==> src/hw/rtl/rmm_pkg.sv <==
// Shared types and constants for the running median multiset unit.
package rmm_pkg;

   // Default sizes handed to the top level parameters
   localparam int CAPACITY_DEF    = 64;
   localparam int VALUE_WIDTH_DEF = 32;

   // Fixed port widths
   localparam int REQ_VALUE_W  = 32;
   localparam int RSP_MEDIAN_W = 32;
   localparam int RSP_COUNT_W  = 7;
   localparam int OPCODE_W     = 2;
   localparam int STATUS_W     = 2;

   typedef enum logic [OPCODE_W-1:0] {
      OP_INSERT = 2'd0,
      OP_ERASE  = 2'd1,
      OP_QUERY  = 2'd2
   } opcode_type;

   typedef enum logic [STATUS_W-1:0] {
      ST_OK       = 2'd0,
      ST_EMPTY    = 2'd1,
      ST_FULL     = 2'd2,
      ST_NOTFOUND = 2'd3
   } status_type;

   // Broadcast control from the sequencer to every cell
   typedef struct packed {
      logic do_insert;
      logic do_erase;
   } cell_ctl_type;

endpackage

==> src/hw/rtl/rmm_cell.sv <==
// One storage cell of the sorted chain: holds a value and shifts with its neighbors.
module rmm_cell
   import rmm_pkg::*;
#(
   parameter int VALUE_WIDTH = VALUE_WIDTH_DEF,
   parameter int IDX_W       = 6,
   parameter int INDEX       = 0
) (
   input  logic                          clock,
   input  logic                          reset,
   input  cell_ctl_type                  ctl,
   input  logic signed [VALUE_WIDTH-1:0] key,
   input  logic [IDX_W-1:0]              mid_idx,
   // left neighbor (lower rank)
   input  logic signed [VALUE_WIDTH-1:0] left_val,
   input  logic                          left_vld,
   input  logic                          left_ins_at,
   // right neighbor (higher rank)
   input  logic signed [VALUE_WIDTH-1:0] right_val,
   input  logic                          right_vld,
   output logic signed [VALUE_WIDTH-1:0] val,
   output logic                          vld,
   output logic                          ins_at,
   output logic                          match,
   output logic [VALUE_WIDTH-1:0]        median_tap
);

   logic signed [VALUE_WIDTH-1:0] val_ff, val_in;
   logic                          vld_ff, vld_in;
   logic                          key_lt, val_lt, era_at;

   // Position flags; both are monotonic along the sorted chain
   assign key_lt = key < val_ff;
   assign val_lt = val_ff < key;
   assign ins_at = !vld_ff || key_lt;
   assign era_at = vld_ff && !val_lt;
   assign match  = vld_ff && (val_ff == key);

   // Lower median tap, OR-combined at the top level
   assign median_tap = (vld_ff && (mid_idx == IDX_W'(INDEX))) ? val_ff : '0;

   // Next content: shift right on insert, shift left on erase
   always_comb begin
      val_in = val_ff;
      vld_in = vld_ff;
      if (ctl.do_insert && ins_at) begin
         if (left_ins_at) begin
            val_in = left_val;
            vld_in = left_vld;
         end else begin
            val_in = key;
            vld_in = 1'b1;
         end
      end else if (ctl.do_erase && era_at) begin
         val_in = right_val;
         vld_in = right_vld;
      end
   end

   always_ff @(posedge clock) begin
      if (reset) begin
         vld_ff <= 1'b0;
      end else begin
         vld_ff <= vld_in;
      end
   end

   always_ff @(posedge clock) begin
      val_ff <= val_in;
   end

   assign val = val_ff;
   assign vld = vld_ff;

endmodule

==> config.mk <==
export PLATFORM = sky130hd
export DESIGN_NAME = rmm_cell
export DESIGN_NICKNAME = d
export VERILOG_FILES = /design/src/hw/rtl/rmm_pkg.sv /design/src/hw/rtl/rmm_cell.sv
export SDC_FILE = /design/constraint.sdc
export NUM_CORES = 1
export LEC_CHECK = 0
export ABC_AREA = 0
export BUFFER_PORTS_ARGS = -buffer_cell sky130_fd_sc_hd__buf_4
export CORE_ASPECT_RATIO = 0.6
export CORE_UTILIZATION = 39
export DETAILED_ROUTE_END_ITERATION = 12
export PLACE_DENSITY = 0.84
export SETUP_SLACK_MARGIN = 0.4
export SKIP_CTS_REPAIR_TIMING = 1
export SLEW_MARGIN = 20
export SYNTH_ARGS = -nofsm -noshare
export SYNTH_HDL_FRONTEND = slang
export SYNTH_SLANG_ARGS = --single-unit
==> constraint.sdc <==
create_clock -name clock -period 5.2 [get_ports clock]
set_input_delay 0.52 -clock clock [delete_from_list [all_inputs] [get_ports clock]]
set_output_delay 0.52 -clock clock [all_outputs]
set_load 0.02 [all_outputs]
==> impl_metrics.env <==
export IMPL_dr_pass1_iters=4
export IMPL_synth_nets=445
export IMPL_grt_pass1_wl_mm=13.1
export IMPL_crit_arrival_ps=2990
export IMPL_worst_slew_pin_slew_ps=1010
export IMPL_vias=2842
export IMPL_avgSynthCellArea_sq_um=9.68
export IMPL_area_delta_synth_final_pct=53.0
export IMPL_hold_end="vld"
export IMPL_cts_made_buffers=5
export IMPL_synth_area_leaders="edfxtp_1 33%, mux2_4 15%, ha_1 14%, and2_1 6.8%, o21ai_0 6.0%"
export IMPL_syn_area_sq_um=2940
export IMPL_drive_gt1_share_pct=47.0
export IMPL_die_area_sq_um=7910
export IMPL_portBuffers=175
export IMPL_fin_skew_ps=4.35
export IMPL_die_height_um=69.3
export IMPL_fillCellCount=632
export IMPL_wl_mm=8.59
export IMPL_p_per_area_nw_per_um2=242
export IMPL_clkTransAtPathRegs_ps=50
export IMPL_dpl_instance_area_sq_um=4350
export IMPL_status="complete, no violations"
export IMPL_io_pin_count=176
export IMPL_cts_sinks=33
export IMPL_finalHoldViolations=0
export IMPL_rsz0062_at_grt="no"
export IMPL_antenna_found_initial=0
export IMPL_crit_path_end_kind="output port"
export IMPL_dp_cells=573
export IMPL_r2r_slack_ps=1760
export IMPL_yosysSeqAreaShare_pct=33.3
export IMPL_crit_fanout=3
export IMPL_start_kind="flip-flop"
export IMPL_ys_warnings_count=0
export IMPL_diodes=0
export IMPL_num_rows=24
export IMPL_slew_violations=0
export IMPL_grt_max_degree=65
export IMPL_min_path_cells=2
export IMPL_peakVddDrop_uv=131
export IMPL_dp_hpwl_mm=6.91
export IMPL_p_leak_uw=0.00228
export IMPL_fin_area_sq_um=4500
export IMPL_fin_nets=617
export IMPL_fin_crit_ps=3510
export IMPL_routed_via_density=4.89
export IMPL_tns_ps=0
export IMPL_clk_latency_ps=270
export IMPL_worstPathRequired_ps=4680
export IMPL_clockBufferDepth=2
export IMPL_whs_ps=505
export IMPL_grt_ovfl_total=0
export IMPL_drv_cap=0
export IMPL_routabilityCongestion=0.887
export IMPL_r2r_cells=8
export IMPL_cts_tree="done"
export IMPL_ys_types=37
export IMPL_routedWlPerCell_um=14.8
export IMPL_r2r_start="val[5]"
export IMPL_cts_root_buffer="clkbuf_16"
export IMPL_final_util_pct=61.9
export IMPL_synth_top_area_share_pct=32.7
export IMPL_finalSetupViolations=0
export IMPL_cts_max_level=2
export IMPL_drc=0
export IMPL_critPathKind="reg -> out"
export IMPL_synth_top_area_cell="edfxtp_1"
export IMPL_grt_total_usage_pct=21.4
export IMPL_core_area_sq_um=7270
export IMPL_rr_endpoint="val[20]"
export IMPL_instances_no_fill=581
export IMPL_timing_slew_headroom_pct=32.6
export IMPL_finalCritPeriodShare_pct=67.5
export IMPL_drtAntennaViolNets=0
export IMPL_clock_fmax_ghz=0.285
export IMPL_start_util_pct=40.5
export IMPL_ys_seq_elements=33
export IMPL_die_w_um=114
export IMPL_hp_class="in -> reg"
export IMPL_drtIter0Drc=91
export IMPL_hp_start="reset"
export IMPL_grt_pass1_vias=2746
export IMPL_synthCells=304
## layout by cell type (no fill, tap or decap), drive strengths merged, types with 5 or more instances in the layout
cell,instances
buf,178
nand2,38
o21ai,36
inv,35
mux2,33
and2,32
ha,32
edfxtp,32
a21oi,12
nor2,7
nand4,5
clkbuf,5
## final cells by class
class	count	area [sq um]	area share (%)
repair buffers	178	1340	29.7
inverters	35	131	2.92
well taps	104	130	2.89
multi-input cells	223	1780	39.6
clock buffers	5	125	2.78
flip-flops and latches	33	981	21.8
clock inverters	3	12.5	0.278
## metal layers
| metal | global-route usage (%) | vias to the layer above | wire, um |
|---|---|---|---|
| li1 | - | 1408 | - |
| met1 | 28.4 | 1308 | 3890 |
| met2 | 36.0 | 117 | 4080 |
| met3 | 4.46 | 9 | 552 |
| met4 | 4.47 | 0 | 66 |
| met5 | 0 | - | 0 |
## cells by family (layout without fill, tap and decap cells)
family	after synthesis	after routing	synth area share (%)
compound gates	60	60	12.0
flops	33	33	33.3
buf+inv	48	221	6.89
mux	33	33	16.5
simple gates	98	98	17.7
fa+ha+maj	32	32	13.6
## worst max path at each step
stage | cells after the start | slack [ps] | from | endpoint
CTS | 9 | 1690 | val[15] | ins_at
global placement | 10 | 1720 | key[7] | val[14]
finish | 9 | 1690 | val[15] | ins_at
detailed placement | 10 | 1520 | key[5] | val[24]
floorplan | 9 | 1200 | key[7] | val[0]
global route | 8 | 1470 | val[5] | val[25]
## cell usage after synthesis (all sizes together)
library cell	number
a2111oi	1
a211oi	3
a21o	1
a21oi	12
a31oi	1
and2	32
and3	1
buf	5
clkbuf	8
dfxtp	1
edfxtp	32
ha	32
inv	35
mux2	33
nand2	38
nand2b	2
nand3	2
nand4	5
nand4b	1
nor2	7
nor2b	2
nor3	1
nor3b	2
nor4	2
o21a	1
o21ai	36
o21ba	1
o21bai	1
o2bb2ai	1
o41ai	2
or3	1
or4	2
## per-stage QoR
stage	setup slack, ps	power [uW]
global placement	1720	809
global route	1470	1150
CTS	1690	1100
detailed placement	1520	819
floorplan	1200	636
finish	1690	1090
## worst max-delay path, stage by stage (launching register included)
cell and delay (ps):
edfxtp_1 420, ha_1 320, nand4_1 210, or4_1 600, a21oi_1 180, o41ai_1 130, a211oi_2 350, nand2b_1 260
nor2_1 70, buf_4 160
## sequential cells by signal (all words and copies together) (netlist names)
name  flops
val      32
vld       1
## power by group
part	switching, uW	internal, uW	leakage, uW
clock	102	173	0.0000687
combinational	210	216	0.00189
sequential	36.5	353	0.000323
Power figures use the tool's default switching activity.
